## src/rtl/assert_macros.svh

```systemverilog
// Assertion macros used by the RTL module of the DHCP reply parser.
// Depends on nothing; define ASSERT_OFF to compile the checks out.
`ifndef ASSERT_MACROS_SVH
`define ASSERT_MACROS_SVH
`ifndef ASSERT_OFF
// Property that must hold at every clock edge outside reset.
`define ASSERT_ALWAYS(lbl, clk, rst, prop, msg) \
   lbl: assert property (@(posedge clk) disable iff (rst) (prop)) else $error(msg);
// Consequent that must hold in the cycle after the antecedent.
`define ASSERT_NEXT(lbl, clk, rst, ante, cons, msg) \
   lbl: assert property (@(posedge clk) disable iff (rst) (ante) |=> (cons)) else $error(msg);
`else
`define ASSERT_ALWAYS(lbl, clk, rst, prop, msg)
`define ASSERT_NEXT(lbl, clk, rst, ante, cons, msg)
`endif
`endif

```

## src/rtl/dhcp_rp_pkg.sv

```systemverilog
// Package of the DHCP reply parser: protocol constants, option codes,
// register indexes and the option walk phase type. Depends on nothing.
package dhcp_rp_pkg;

   // Default size of the byte window that is parsed per packet.
   localparam int MAX_BYTES_DEF = 1024;

   // Fixed header layout and filter values.
   localparam int OPT_START   = 240;
   localparam int MAC_FIRST   = 28;
   localparam int MAC_LEN     = 6;
   localparam int XID_FIRST   = 4;
   localparam int XID_LAST    = 7;
   localparam int OFFER_FIRST = 16;
   localparam int OFFER_LAST  = 19;
   localparam logic [15:0] SERVER_PORT = 16'd67;
   localparam logic [7:0]  BOOT_REPLY  = 8'd2;

   // Option codes.
   localparam logic [7:0] OPT_PAD       = 8'd0;
   localparam logic [7:0] OPT_MASK      = 8'd1;
   localparam logic [7:0] OPT_ROUTER    = 8'd3;
   localparam logic [7:0] OPT_LEASE     = 8'd51;
   localparam logic [7:0] OPT_MSG_TYPE  = 8'd53;
   localparam logic [7:0] OPT_SERVER_ID = 8'd54;
   localparam logic [7:0] OPT_END       = 8'd255;

   // Register indexes, selected by address bit 3.
   localparam logic REG_CLIENT_MAC = 1'b0;
   localparam logic REG_XID        = 1'b1;

   // Where the option walk stands within a code/length/value record.
   typedef enum logic [1:0] {
      PH_CODE,
      PH_LEN,
      PH_DATA
   } phase_type;

endpackage

```

## src/rtl/dhcp_reply_parser_unit.sv

```systemverilog
// DHCP reply parser: takes reply bytes, filters the packet and collects options.
// A result beat appears in the cycle after the beat carrying the last byte.
// One byte is taken per cycle; input stalls only while a result waits unread.
// The per-byte state update is a single pass of compares and captures.
// Synchronous active-high reset clears all state, held values, the result valid flag and the
// configuration registers, but not the result payload. Depends on dhcp_rp_pkg and assert_macros.svh.
`include "assert_macros.svh"

module dhcp_reply_parser_unit #(
   parameter int MAX_BYTES = dhcp_rp_pkg::MAX_BYTES_DEF
) (
   input  logic        clock,
   input  logic        reset,
   // Byte input channel.
   input  logic        req_valid,
   output logic        req_ready,
   input  logic [7:0]  req_data_byte,
   input  logic        req_last_byte,
   input  logic [31:0] req_source_addr,
   input  logic [15:0] req_source_port,
   input  logic        req_forget_server,
   // Result channel.
   output logic        rsp_valid,
   input  logic        rsp_ready,
   output logic        rsp_accepted,
   output logic [7:0]  rsp_message_type,
   output logic [31:0] rsp_assigned_ip,
   output logic [31:0] rsp_subnet_mask,
   output logic [31:0] rsp_gateway,
   output logic [31:0] rsp_lease_seconds,
   output logic [31:0] rsp_server_id,
   // Configuration port.
   input  logic        csr_psel,
   input  logic        csr_penable,
   input  logic        csr_pwrite,
   input  logic [3:0]  csr_paddr,
   input  logic [63:0] csr_pwdata,
   output logic [63:0] csr_prdata,
   output logic        csr_pready
);

   localparam int CNT_W = $clog2(MAX_BYTES + 1);

   // Configuration registers.
   logic [47:0] client_mac_ff;
   logic [31:0] transaction_id_ff;

   // Per-packet state.
   logic [CNT_W-1:0]      byte_count_ff, byte_count_in;
   logic                  header_match_ff, header_match_in;
   logic                  filter_pass_ff, filter_pass_in;
   dhcp_rp_pkg::phase_type phase_ff, phase_in;
   logic [7:0]            option_code_ff, option_code_in;
   logic [7:0]            option_left_ff, option_left_in;
   logic [7:0]            type_seen_ff, type_seen_in;
   logic                  end_seen_ff, end_seen_in;
   logic [2:0]            opt_pos_ff, opt_pos_in;
   logic [31:0]           offer_hold_ff, offer_hold_in;
   logic [31:0]           value_capture_ff, value_capture_in;

   // Held values that outlive a packet.
   logic [31:0] ip_ff, ip_in;
   logic [31:0] mask_ff, mask_in;
   logic [31:0] gateway_ff, gateway_in;
   logic [31:0] lease_ff, lease_in;
   logic [31:0] server_id_ff, server_id_in;
   logic [31:0] server_src_ff, server_src_in;

   // Result register.
   logic        rsp_valid_ff, rsp_valid_in;
   logic        rsp_accepted_ff, rsp_accepted_in;
   logic [7:0]  rsp_type_ff, rsp_type_in;
   logic [31:0] rsp_ip_ff, rsp_mask_ff, rsp_gateway_ff, rsp_lease_ff, rsp_server_id_ff;

   // Handshake and byte classification.
   logic             in_fire;
   logic             in_range;
   logic             walk_en;
   logic             csr_write;
   logic [CNT_W-1:0] idx;
   logic [2:0]       mac_k;
   logic [7:0]       mac_byte;
   logic [7:0]       xid_byte;
   logic [31:0]      sid_cur, ssrc_cur;
   logic             keep_server;
   logic [7:0]       code_eff;
   logic [31:0]      target_val;
   logic [31:0]      capture_new;

   assign req_ready  = !rsp_valid_ff || rsp_ready;
   assign in_fire    = req_valid && req_ready;
   assign idx        = byte_count_ff;
   assign in_range   = byte_count_ff < CNT_W'(MAX_BYTES);
   assign walk_en    = in_fire && in_range && (idx >= CNT_W'(dhcp_rp_pkg::OPT_START)) &&
                       header_match_ff && filter_pass_ff && !end_seen_ff;
   assign mac_k      = 3'(byte_count_ff - CNT_W'(dhcp_rp_pkg::MAC_FIRST));
   assign xid_byte   = 8'(transaction_id_ff >> {~idx[1:0], 3'b000});

   // Hardware address byte expected at the current header position.
   always_comb begin
      unique case (mac_k)
         3'd0:    mac_byte = client_mac_ff[47:40];
         3'd1:    mac_byte = client_mac_ff[39:32];
         3'd2:    mac_byte = client_mac_ff[31:24];
         3'd3:    mac_byte = client_mac_ff[23:16];
         3'd4:    mac_byte = client_mac_ff[15:8];
         3'd5:    mac_byte = client_mac_ff[7:0];
         default: mac_byte = 8'h00;
      endcase
   end

   // Remembered server as seen by this beat, after an optional forget.
   assign sid_cur  = (in_fire && req_forget_server) ? 32'd0 : server_id_ff;
   assign ssrc_cur = (in_fire && req_forget_server) ? 32'd0 : server_src_ff;

   // A server identifier option from the already remembered server is dropped.
   assign keep_server = (sid_cur != 32'd0) && (ssrc_cur == req_source_addr) &&
                        (sid_cur == req_source_addr);
   assign code_eff    = ((req_data_byte != 8'd0) || 1'b1) &&
                        (option_code_ff == dhcp_rp_pkg::OPT_SERVER_ID) && keep_server ?
                        dhcp_rp_pkg::OPT_PAD : option_code_ff;

   // Current value of the register that an option writes into.
   always_comb begin
      unique case (code_eff)
         dhcp_rp_pkg::OPT_MASK:      target_val = mask_ff;
         dhcp_rp_pkg::OPT_ROUTER:    target_val = gateway_ff;
         dhcp_rp_pkg::OPT_LEASE:     target_val = lease_ff;
         dhcp_rp_pkg::OPT_SERVER_ID: target_val = sid_cur;
         default:                    target_val = 32'd0;
      endcase
   end

   // Capture word with the current value byte placed at its position.
   always_comb begin
      capture_new = value_capture_ff;
      capture_new[{~opt_pos_ff[1:0], 3'b000} +: 8] = req_data_byte;
   end

   // Next phase of the option walk.
   always_comb begin
      phase_in = phase_ff;
      if (walk_en) begin
         unique case (phase_ff)
            dhcp_rp_pkg::PH_CODE: begin
               if (req_data_byte != dhcp_rp_pkg::OPT_PAD &&
                   req_data_byte != dhcp_rp_pkg::OPT_END) begin
                  phase_in = dhcp_rp_pkg::PH_LEN;
               end
            end
            dhcp_rp_pkg::PH_LEN: begin
               phase_in = (req_data_byte == 8'd0) ? dhcp_rp_pkg::PH_CODE :
                                                     dhcp_rp_pkg::PH_DATA;
            end
            dhcp_rp_pkg::PH_DATA: begin
               if (option_left_ff == 8'd1) begin
                  phase_in = dhcp_rp_pkg::PH_CODE;
               end
            end
            default: phase_in = dhcp_rp_pkg::PH_CODE;
         endcase
      end
      if (in_fire && req_last_byte) begin
         phase_in = dhcp_rp_pkg::PH_CODE;
      end
   end

   // Header checks, option captures and the result of the last byte.
   always_comb begin
      byte_count_in    = byte_count_ff;
      header_match_in  = header_match_ff;
      filter_pass_in   = filter_pass_ff;
      option_code_in   = option_code_ff;
      option_left_in   = option_left_ff;
      type_seen_in     = type_seen_ff;
      end_seen_in      = end_seen_ff;
      opt_pos_in       = opt_pos_ff;
      offer_hold_in    = offer_hold_ff;
      value_capture_in = value_capture_ff;
      ip_in            = ip_ff;
      mask_in          = mask_ff;
      gateway_in       = gateway_ff;
      lease_in         = lease_ff;
      server_id_in     = sid_cur;
      server_src_in    = ssrc_cur;
      rsp_accepted_in  = 1'b0;
      rsp_type_in      = 8'd0;

      if (in_fire && in_range) begin
         byte_count_in = byte_count_ff + CNT_W'(1);
         if (idx == CNT_W'(0)) begin
            // First byte: op code and source filter.
            header_match_in = (req_data_byte == dhcp_rp_pkg::BOOT_REPLY);
            filter_pass_in  = (req_source_port == dhcp_rp_pkg::SERVER_PORT) &&
                              ((sid_cur == 32'd0) || (req_source_addr == ssrc_cur) ||
                               (req_source_addr == sid_cur));
         end else if (idx >= CNT_W'(dhcp_rp_pkg::XID_FIRST) &&
                      idx <= CNT_W'(dhcp_rp_pkg::XID_LAST)) begin
            // Transaction id, most significant byte first.
            if (req_data_byte != xid_byte) begin
               header_match_in = 1'b0;
            end
         end else if (idx >= CNT_W'(dhcp_rp_pkg::OFFER_FIRST) &&
                      idx <= CNT_W'(dhcp_rp_pkg::OFFER_LAST)) begin
            // Offered address, held until the header is known good.
            offer_hold_in[{~idx[1:0], 3'b000} +: 8] = req_data_byte;
         end else if (idx >= CNT_W'(dhcp_rp_pkg::MAC_FIRST) &&
                      idx < CNT_W'(dhcp_rp_pkg::MAC_FIRST + dhcp_rp_pkg::MAC_LEN)) begin
            // Client hardware address; commit the offer after its last byte.
            if (req_data_byte != mac_byte) begin
               header_match_in = 1'b0;
            end
            if (mac_k == 3'(dhcp_rp_pkg::MAC_LEN - 1) && header_match_in && filter_pass_ff) begin
               ip_in = offer_hold_ff;
            end
         end else if (walk_en) begin
            unique case (phase_ff)
               dhcp_rp_pkg::PH_CODE: begin
                  if (req_data_byte == dhcp_rp_pkg::OPT_END) begin
                     end_seen_in = 1'b1;
                  end else if (req_data_byte != dhcp_rp_pkg::OPT_PAD) begin
                     option_code_in = req_data_byte;
                  end
               end
               dhcp_rp_pkg::PH_LEN: begin
                  option_left_in   = req_data_byte;
                  opt_pos_in       = 3'd0;
                  option_code_in   = code_eff;
                  value_capture_in = target_val;
                  if (option_code_ff == dhcp_rp_pkg::OPT_SERVER_ID && !keep_server) begin
                     server_src_in = req_source_addr;
                  end
               end
               dhcp_rp_pkg::PH_DATA: begin
                  // Only the first four value bytes are captured.
                  if (opt_pos_ff < 3'd4) begin
                     if (option_code_ff == dhcp_rp_pkg::OPT_MSG_TYPE && opt_pos_ff == 3'd0) begin
                        type_seen_in = req_data_byte;
                     end
                     unique case (option_code_ff)
                        dhcp_rp_pkg::OPT_MASK: begin
                           value_capture_in = capture_new;
                           mask_in          = capture_new;
                        end
                        dhcp_rp_pkg::OPT_ROUTER: begin
                           value_capture_in = capture_new;
                           gateway_in       = capture_new;
                        end
                        dhcp_rp_pkg::OPT_LEASE: begin
                           value_capture_in = capture_new;
                           lease_in         = capture_new;
                        end
                        dhcp_rp_pkg::OPT_SERVER_ID: begin
                           value_capture_in = capture_new;
                           server_id_in     = capture_new;
                        end
                        default: value_capture_in = value_capture_ff;
                     endcase
                     opt_pos_in = opt_pos_ff + 3'd1;
                  end
                  option_left_in = option_left_ff - 8'd1;
               end
               default: option_left_in = option_left_ff;
            endcase
         end
      end

      // Last byte: form the result, then return per-packet state to reset.
      if (in_fire && req_last_byte) begin
         rsp_accepted_in  = header_match_in && filter_pass_in &&
                            (byte_count_in >=
                             CNT_W'(dhcp_rp_pkg::MAC_FIRST + dhcp_rp_pkg::MAC_LEN));
         rsp_type_in      = (rsp_accepted_in && end_seen_in) ? type_seen_in : 8'd0;
         byte_count_in    = '0;
         header_match_in  = 1'b1;
         filter_pass_in   = 1'b0;
         option_code_in   = 8'd0;
         option_left_in   = 8'd0;
         type_seen_in     = 8'd0;
         end_seen_in      = 1'b0;
         opt_pos_in       = 3'd0;
         offer_hold_in    = 32'd0;
         value_capture_in = 32'd0;
      end
   end

   // Result beat is loaded on the last byte and held until taken.
   assign rsp_valid_in = (in_fire && req_last_byte) ? 1'b1 :
                         (rsp_ready ? 1'b0 : rsp_valid_ff);

   // Parser state.
   always_ff @(posedge clock) begin
      if (reset) begin
         byte_count_ff    <= '0;
         header_match_ff  <= 1'b1;
         filter_pass_ff   <= 1'b0;
         phase_ff         <= dhcp_rp_pkg::PH_CODE;
         option_code_ff   <= 8'd0;
         option_left_ff   <= 8'd0;
         type_seen_ff     <= 8'd0;
         end_seen_ff      <= 1'b0;
         opt_pos_ff       <= 3'd0;
         offer_hold_ff    <= 32'd0;
         value_capture_ff <= 32'd0;
         ip_ff            <= 32'd0;
         mask_ff          <= 32'd0;
         gateway_ff       <= 32'd0;
         lease_ff         <= 32'd0;
         server_id_ff     <= 32'd0;
         server_src_ff    <= 32'd0;
         rsp_valid_ff     <= 1'b0;
      end else begin
         byte_count_ff    <= byte_count_in;
         header_match_ff  <= header_match_in;
         filter_pass_ff   <= filter_pass_in;
         phase_ff         <= phase_in;
         option_code_ff   <= option_code_in;
         option_left_ff   <= option_left_in;
         type_seen_ff     <= type_seen_in;
         end_seen_ff      <= end_seen_in;
         opt_pos_ff       <= opt_pos_in;
         offer_hold_ff    <= offer_hold_in;
         value_capture_ff <= value_capture_in;
         ip_ff            <= ip_in;
         mask_ff          <= mask_in;
         gateway_ff       <= gateway_in;
         lease_ff         <= lease_in;
         server_id_ff     <= server_id_in;
         server_src_ff    <= server_src_in;
         rsp_valid_ff     <= rsp_valid_in;
      end
   end

   // Result payload.
   always_ff @(posedge clock) begin
      if (in_fire && req_last_byte) begin
         rsp_accepted_ff  <= rsp_accepted_in;
         rsp_type_ff      <= rsp_type_in;
         rsp_ip_ff        <= ip_in;
         rsp_mask_ff      <= mask_in;
         rsp_gateway_ff   <= gateway_in;
         rsp_lease_ff     <= lease_in;
         rsp_server_id_ff <= server_id_in;
      end
   end

   assign rsp_valid         = rsp_valid_ff;
   assign rsp_accepted      = rsp_accepted_ff;
   assign rsp_message_type  = rsp_type_ff;
   assign rsp_assigned_ip   = rsp_ip_ff;
   assign rsp_subnet_mask   = rsp_mask_ff;
   assign rsp_gateway       = rsp_gateway_ff;
   assign rsp_lease_seconds = rsp_lease_ff;
   assign rsp_server_id     = rsp_server_id_ff;

   // Configuration registers; address bit 3 selects the register.
   assign csr_pready = 1'b1;
   assign csr_write  = csr_psel && csr_penable && csr_pwrite && csr_pready;

   always_ff @(posedge clock) begin
      if (reset) begin
         client_mac_ff     <= 48'd0;
         transaction_id_ff <= 32'd0;
      end else if (csr_write) begin
         unique case (csr_paddr[3])
            dhcp_rp_pkg::REG_CLIENT_MAC: client_mac_ff     <= csr_pwdata[47:0];
            dhcp_rp_pkg::REG_XID:        transaction_id_ff <= csr_pwdata[31:0];
            default:                     client_mac_ff     <= client_mac_ff;
         endcase
      end
   end

   always_comb begin
      unique case (csr_paddr[3])
         dhcp_rp_pkg::REG_CLIENT_MAC: csr_prdata = {16'd0, client_mac_ff};
         dhcp_rp_pkg::REG_XID:        csr_prdata = {32'd0, transaction_id_ff};
         default:                     csr_prdata = 64'd0;
      endcase
   end

   // A message type is reported only for an accepted packet.
   `ASSERT_ALWAYS(a_type_needs_accept, clock, reset, !rsp_valid_ff || rsp_type_ff == 8'd0 || rsp_accepted_ff, "message type on a rejected packet")
   // The last byte returns the byte counter and the option walk to their start.
   `ASSERT_NEXT(a_last_clears, clock, reset, in_fire && req_last_byte, byte_count_ff == '0 && phase_ff == dhcp_rp_pkg::PH_CODE && !end_seen_ff, "packet state not cleared after last byte")
   // The last byte always leaves a result beat behind.
   `ASSERT_NEXT(a_last_gives_rsp, clock, reset, in_fire && req_last_byte, rsp_valid_ff, "no result beat after last byte")
   // The value byte position never passes the four captured bytes.
   `ASSERT_ALWAYS(a_pos_bound, clock, reset, opt_pos_ff <= 3'd4, "option byte position out of range")

endmodule

```

## config.mk

```make
export PLATFORM = sky130hd
export DESIGN_NAME = dhcp_reply_parser_unit
export DESIGN_NICKNAME = d
export VERILOG_FILES = /design/src/rtl/dhcp_rp_pkg.sv /design/src/rtl/dhcp_reply_parser_unit.sv
export VERILOG_INCLUDE_DIRS = /design/src /design/src/rtl
export SDC_FILE = /design/constraint.sdc
export NUM_CORES = 1
export LEC_CHECK = 0
export BUFFER_PORTS_ARGS = -buffer_cell sky130_fd_sc_hd__buf_4
export CORE_MARGIN = 4
export CORE_UTILIZATION = 44
export DETAILED_ROUTE_END_ITERATION = 12
export GPL_TIMING_DRIVEN = 0
export PLACE_DENSITY = 0.76
export SLEW_MARGIN = 20
export SYNTH_ARGS = -nofsm -noshare
export SYNTH_HDL_FRONTEND = slang
export SYNTH_SLANG_ARGS = --single-unit
```

## constraint.sdc

```tcl
create_clock -name clock -period 6.85 [get_ports clock]
set_clock_uncertainty 0.15 [all_clocks]
set_input_delay 0.3425 -clock clock [delete_from_list [all_inputs] [get_ports clock]]
set_output_delay 0.3425 -clock clock [all_outputs]
set_load 0.1 [all_outputs]
```

# == Yosys cells after proc, flatten, opt, wreduce, memory -nomap -nowiden ==
# Cells that the tools add are included.
# word_totals
regBits,549
in_bits,133
out_inout_bits,236
elab_cells,245
# op_classes
n_addsub,6
n_lt_le_gt_ge,10
eq_ne,33
n_shift,5
muxes,105
bitwise,7
reduce_logical,52
# ops
op,n
$mux 32,54
$eq 32x32->1,4
$pmux 32 s4,1
$pmux 64 s2,1
$mux 8,12
$bwmux 32,2
$pmux 32 s2,1
$shift 8x7->32 const A,2
$shiftx 8x7->32,2
$pmux 8 s6,1
$eq 8x6->1 const B,5
$logic_not 32->1,1
$pmux 8 s2,2
$reduce_bool 32->1,1
$shr 32x5->8,1
$logic_and 1x1->1,25
$eq 8x1->1 const B,3
$eq 8x2->1 const B,3
$mux 1,24
$ge 11x5->1 const B,2
$reduce_and 9->1,2
$eq 16x7->1 const B,1
$ne 8x8->1,2
$neg 5->7,2
other kinds (42),64

# == Depth between registers and ports, before layout ==
# logic_depth
depth_word,18
ltp_mapped,14
depth_no_buf,10

# == Least setup slack after synthesis ==
# Ideal clock, no wire load.
# synth_path
path_type,reg2reg
start,"register rsp_valid_ff, in the netlist rsp_valid"
end,register value_capture_ff[1]
setup_time_ps,128
arrival_time_ps,6675
t_required_ps,6572
setup_slack_ps,-103
path_stages_with_launch,13
path_buffers,3
synth_period_minus_slack_ps,6953
cell_sequence,dfxtp_1 nor2b_1 inv_1 buf_2 buf_2 nand3_1 inv_1 nor2_1 nand2_1 clkbuf_1 a221oi_1 a21oi_1 o21ai_0
# synth_between
elab_chain_len,13
elab_cells_between_ends,27
cone_classes,6 x eq/ne; 5 x mux; 16 x reduce/logical
# synth_lines
item,line,rtl
start: declaration,dhcp_reply_parser_unit.sv:70,"logic rsp_valid_ff, rsp_valid_in;"
start signal: assignment,dhcp_reply_parser_unit.sv:330,rsp_valid_ff <= rsp_valid_in;
$logic_not 1->1 *,dhcp_reply_parser_unit.sv:90,assign req_ready = !rsp_valid_ff || rsp_ready;
$logic_or 1x1->1 *,dhcp_reply_parser_unit.sv:90,
named net req_ready,dhcp_reply_parser_unit.sv:16,"output logic req_ready,"
$logic_and 1x1->1 *,dhcp_reply_parser_unit.sv:91,assign in_fire = req_valid && req_ready;
$logic_and 1x1->1,"dhcp_reply_parser_unit.sv:113, dhcp_reply_parser_unit.sv:114",
$mux 32 (on tied branches),"dhcp_reply_parser_unit.sv:114, dhcp_reply_parser_unit.sv:113",
$eq 32x32->1 or $reduce_bool 32->1 (tied branches),dhcp_reply_parser_unit.sv:117,assign keep_server = (sid_cur != 32'd0) && (ssrc_cur == req_source_addr) &&
$logic_and 1x1->1 (2 in series),dhcp_reply_parser_unit.sv:117,
$logic_and 1x1->1,dhcp_reply_parser_unit.sv:120,(option_code_ff == dhcp_rp_pkg::OPT_SERVER_ID) && keep_server ?
$mux 8,dhcp_reply_parser_unit.sv:120,
$eq 8x6->1 (tied with other cells),dhcp_reply_parser_unit.sv:125,unique case (code_eff)
$pmux 32 s4,dhcp_reply_parser_unit.sv:125,
$pmux 32 s2,dhcp_reply_parser_unit.sv:217,unique case (phase_ff)
end signal: assignment,dhcp_reply_parser_unit.sv:323,value_capture_ff <= value_capture_in;
end: declaration,dhcp_reply_parser_unit.sv:59,"logic [31:0] value_capture_ff, value_capture_in;"
# Mark *: on every way through the listed nets, which the timed path passes. The rest lies on a longest branch.
# A chain may end at the register's enable or synchronous reset.

# == Worst setup path after layout ==
# layout_path
start,register byte_count_ff[0]
end,register ip_ff[18]
# layout_between
elab_chain_len,18
elab_cells_between_ends,35
cone_classes,1 x add/sub; 7 x order compare; 6 x eq/ne; 13 x mux; 8 x reduce/logical
# layout_lines
item,line,rtl
start: declaration,dhcp_reply_parser_unit.sv:49,"logic [CNT_W-1:0] byte_count_ff, byte_count_in;"
start signal: assignment,dhcp_reply_parser_unit.sv:313,byte_count_ff <= byte_count_in;
$sub 3x3->3,dhcp_reply_parser_unit.sv:96,assign mac_k = 3'(byte_count_ff - CNT_W'(dhcp_rp_pkg::MAC_FIRST));
$eq 3x3->1 (tied with other cells),"dhcp_reply_parser_unit.sv:101, dhcp_reply_parser_unit.sv:213",
$pmux 8 s6,dhcp_reply_parser_unit.sv:101,unique case (mac_k)
$ne 8x8->1,dhcp_reply_parser_unit.sv:210,if (req_data_byte != mac_byte) begin
$mux 1,dhcp_reply_parser_unit.sv:210,
$mux 1,dhcp_reply_parser_unit.sv:207,end else if (idx >= CNT_W'(dhcp_rp_pkg::MAC_FIRST) &&
$mux 1,dhcp_reply_parser_unit.sv:203,end else if (idx >= CNT_W'(dhcp_rp_pkg::OFFER_FIRST) &&
$mux 1,dhcp_reply_parser_unit.sv:197,end else if (idx >= CNT_W'(dhcp_rp_pkg::XID_FIRST) &&
[... 2 more ...],-,
$logic_and 1x1->1 (2 in series),dhcp_reply_parser_unit.sv:213,if (mac_k == 3'(dhcp_rp_pkg::MAC_LEN - 1) && header_match_in && filter_pass_ff) begin
$mux 32,dhcp_reply_parser_unit.sv:213,
$mux 32,dhcp_reply_parser_unit.sv:207,
$mux 32,dhcp_reply_parser_unit.sv:203,
$mux 32,dhcp_reply_parser_unit.sv:197,
$mux 32,dhcp_reply_parser_unit.sv:191,if (idx == CNT_W'(0)) begin
$mux 32 *,dhcp_reply_parser_unit.sv:189,if (in_fire && in_range) begin
named net ip_in[18],dhcp_reply_parser_unit.sv:62,"logic [31:0] ip_ff, ip_in;"
end signal: assignment,dhcp_reply_parser_unit.sv:324,ip_ff <= ip_in;
end: declaration,dhcp_reply_parser_unit.sv:62,
# Mark *: on every way through the listed nets, which the timed path passes. The rest lies on a longest branch. The select of a mux whose other input is x is not followed.

==> results.json <==
{
  "fin_area_mm2": 0.0308,
  "cts_tree": "yes",
  "grt_start_max_net_pins": 36,
  "grt_usage_pct": 26.0,
  "portBuffers": 319,
  "vias": 22136,
  "cts_num_sinks": 549,
  "use_met2_pct": 41.1,
  "relSlewSlack_pct": 26.5,
  "cts_max_level": 2,
  "fin_util_pct": 55.8,
  "r2r_slack_ns": 1.78,
  "avgSynthCellArea_um2": 9.54,
  "ff_latch_area_mm2": 0.0127,
  "firstDrtPassIters": 6,
  "top_usage_layer": "met2",
  "seq_area_frac_synth_pct": 51.7,
  "dp_hpwl_mm": 57.5,
  "grtUsageMet1_pct": 34.7,
  "dp.cells": 3658,
  "syn_area_mm2": 0.0245,
  "ys_ff_latch": 549,
  "synthCells": 2571,
  "placed_area_mm2": 0.0280,
  "die_h_um": 244,
  "nets": 3194,
  "stdcell_count": 3844,
  "ir_worst_vdd_mv": 0.163,
  "grt_overflow": 0,
  "worst_pin_slew_ns": 1.10,
  "fp-row-count": 86,
  "synth_ff_type": "dfxtp_1",
  "reg2reg_depth": 13,
  "grt_pass1_wl_mm": 123,
  "hold_viol": 0,
  "rsz0062_at_grt": "no",
  "whs_ns": 0.0298,
  "cap_violations": 0,
  "finalSetupViolations": 0,
  "startpoint_type": "register",
  "grt_pass1_vias": 20640,
  "clk_latency_ns": 0.61,
  "cp.required_ns": 7.20,
  "powerDensity_mw_per_mm2": 246,
  "synth_cell_types": 65,
  "finalPower_mw": 7.58,
  "finalMaxSlewViolations": 0,
  "die-area_mm2": 0.0596,
  "ctsRootBufferMaster": "clkbuf_16",
  "viasPerCell": 5.76,
  "multi_input_area_mm2": 0.0110,
  "outcome": "finished clean",
  "numCtsBuffers": 56,
  "drc": 0,
  "crit_arrival_ns": 5.41,
  "top_level_ports": 369,
  "initial_core_util_pct": 44.5,
  "ys_warn_count": 0,
  "routabilityCongestion": 0.955,
  "core_mm2": 0.0551,
  "async_flop_share_pct": 0,
  "antenna_found_initial": 4,
  "ant_nets": 0,
  "layout-drive-gt1-share_pct": 17.5,
  "setup_tns_ns": 0,
  "clk_pin_slew_ns": 0.06,
  "synth_edf_count": 169,
  "wl_per_cell_um": 21.1,
  "hold_path.class": "primary input to register",
  "synthToLayoutAreaGrowth_pct": 25.4,
  "cp_max_fo": 10,
  "min_period_over_period_pct": 74.0,
  "fillCellCount": 4817,
  "fp.dieW_um": 244,
  "min_period_ns": 5.07,
  "max_freq_mhz": 197,
  "path_class": "register to register",
  "fin_ws_ns": 1.78,
  "holdPathStages": 3,
  "drt-initial-drc-count": 2563,
  "clock_path_buffers": 3,
  "wl_mm": 81.0,
  "crit_path_end_kind": "register",
  "pre_cts_ws_ns": 1.87,
  "power.leakage_nw": 11.0,
  "grtUsageMet3_pct": 5.86
}
-- per-layer routing --
| layer | share of wire [%] | wire [um] | up-vias |
|---|---|---|---|
| met5 | 0.011 | 9 | - |
| met1 | 40 | 32300 | 10546 |
| met3 | 11 | 8560 | 241 |
| met2 | 45 | 36200 | 1261 |
| met4 | 4.8 | 3900 | 2 |
| li1 | - | - | 10086 |
-- synth_stat cells, drive strengths merged, types with 7 or more instances --
library cell / n / share of area (%)
o21ai: 181 / 3.7
nand3: 80 / 1.6
nand4: 23 / 0.59
nand2b: 33 / 0.84
inv: 19 / 0.29
a31oi: 34 / 0.87
nor2: 104 / 1.6
nor4: 11 / 0.28
ha: 15 / 0.77
mux2: 70 / 3.7
dfxtp: 380 / 31
nor3: 18 / 0.41
nor4bb: 36 / 1.5
a21oi: 219 / 4.5
buf: 52 / 1.2
edfxtp: 169 / 21
and2b: 30 / 0.92
clkbuf: 152 / 2.3
nor2b: 178 / 4.5
a211oi: 7 / 0.21
mux2i: 41 / 1.7
nand3b: 36 / 1.1
xnor2: 39 / 1.4
mux4: 8 / 0.73
a221oi: 70 / 2.5
and2: 10 / 0.26
xor2: 12 / 0.43
nand2: 430 / 6.6
o32ai: 28 / 1.0
a22oi: 12 / 0.37
-- path summary, 6_finish.rpt --
path,start,to
worst max register to register,byte_count_ff[0]$_SDFF_PP0_,ip_ff[18]$_SDFF_PP0_
worst max-delay path,byte_count_ff[0]$_SDFF_PP0_,ip_ff[18]$_SDFF_PP0_
worst min register to register,offer_hold_ff[31]$_SDFFE_PP0P_,offer_hold_ff[31]$_SDFFE_PP0P_
worst min-delay path,req_source_addr[15],server_src_ff[15]$_SDFF_PP0_
-- cells by family after synthesis --
family	Yosys count	share of synthesized area, %
buffers and inverters	225	3.87
DFF	549	51.7
adders and majority gates	15	0.765
other	2	0.0306
and+or+nand+nor	1025	21.4
AOI/OAI and AO/OA	585	14.3
xor gates and xnor gates	51	1.82
muxes	119	6.08
-- layout by cell type, fill, tap and decap left out, drive strengths merged, types with 6 or more instances in the layout --
master       instances
a211oi               7
a21oi              219
a221oi              70
a222oi               6
a22oi               12
a31oi               34
and2                10
and2b               30
buf                376
bufinv               9
clkbuf             219
clkinv              25
conb                17
dfxtp              380
dlygate4sd3         78
edfxtp             169
ha                  15
inv                 19
mux2                70
mux2i               41
mux4                 8
nand2              430
nand2b              33
nand3               80
nand3b              36
nand4               23
nor2               104
nor2b              178
nor3                18
nor4                11
nor4bb              36
o21ai              181
o32ai               28
or4                  6
xnor2               39
xor2                12
-- timing repair --
| item | CTS | global route |
|---|---|---|
| resized for setup | 0 | 0 |
| setup buffers | 0 | 0 |
| endpoints found under the hold margin | 110 | 0 |
| hold buffers | 78 | 0 |
-- critical path: stages (launching register included) --
cell and delay (ns):
dfxtp_1 0.53, buf_2 0.39, clkinv_1 0.34, ha_1 0.29
clkbuf_1 0.33, a222oi_1 0.38, a21oi_1 0.18, or3_1 0.32
a22o_1 0.21, or4_4 0.58, nor3_4 0.47, buf_6 0.26
mux2_4 0.35, and2b_1 0.17
-- power breakdown --
part | internal (mW) | switching (mW)
clock | 1.90 | 1.33
sequential | 3.40 | 0.0289
combinational | 0.218 | 0.700
total | 5.52 | 2.06
-- area by class of cell --
cell class              instances  area share [%]
inverters                      21           0.268
clock buffers                  67            4.89
flip-flops and latches        549            41.2
repair buffers                402            10.7
plain buffers                 204            2.83
diodes                          4          0.0325
multi-input cells            1812            35.7
clock inverters                37            1.35
well taps                     748            3.04
-- registers in the layout, summed over array words and instances, names as in the netlist, 11 cells and up --
signal	count
lease_ff	32
rsp_assigned_ip	32
server_src_ff	32
byte_count_ff	11
rsp_subnet_mask	32
value_capture_ff	32
transaction_id_ff	32
ip_ff	32
rsp_server_id	32
offer_hold_ff	32
rsp_gateway	32
client_mac_ff	48
mask_ff	32
server_id_ff	32
rsp_lease_seconds	32
gateway_ff	32
Power figures use the tool's default switching activity.
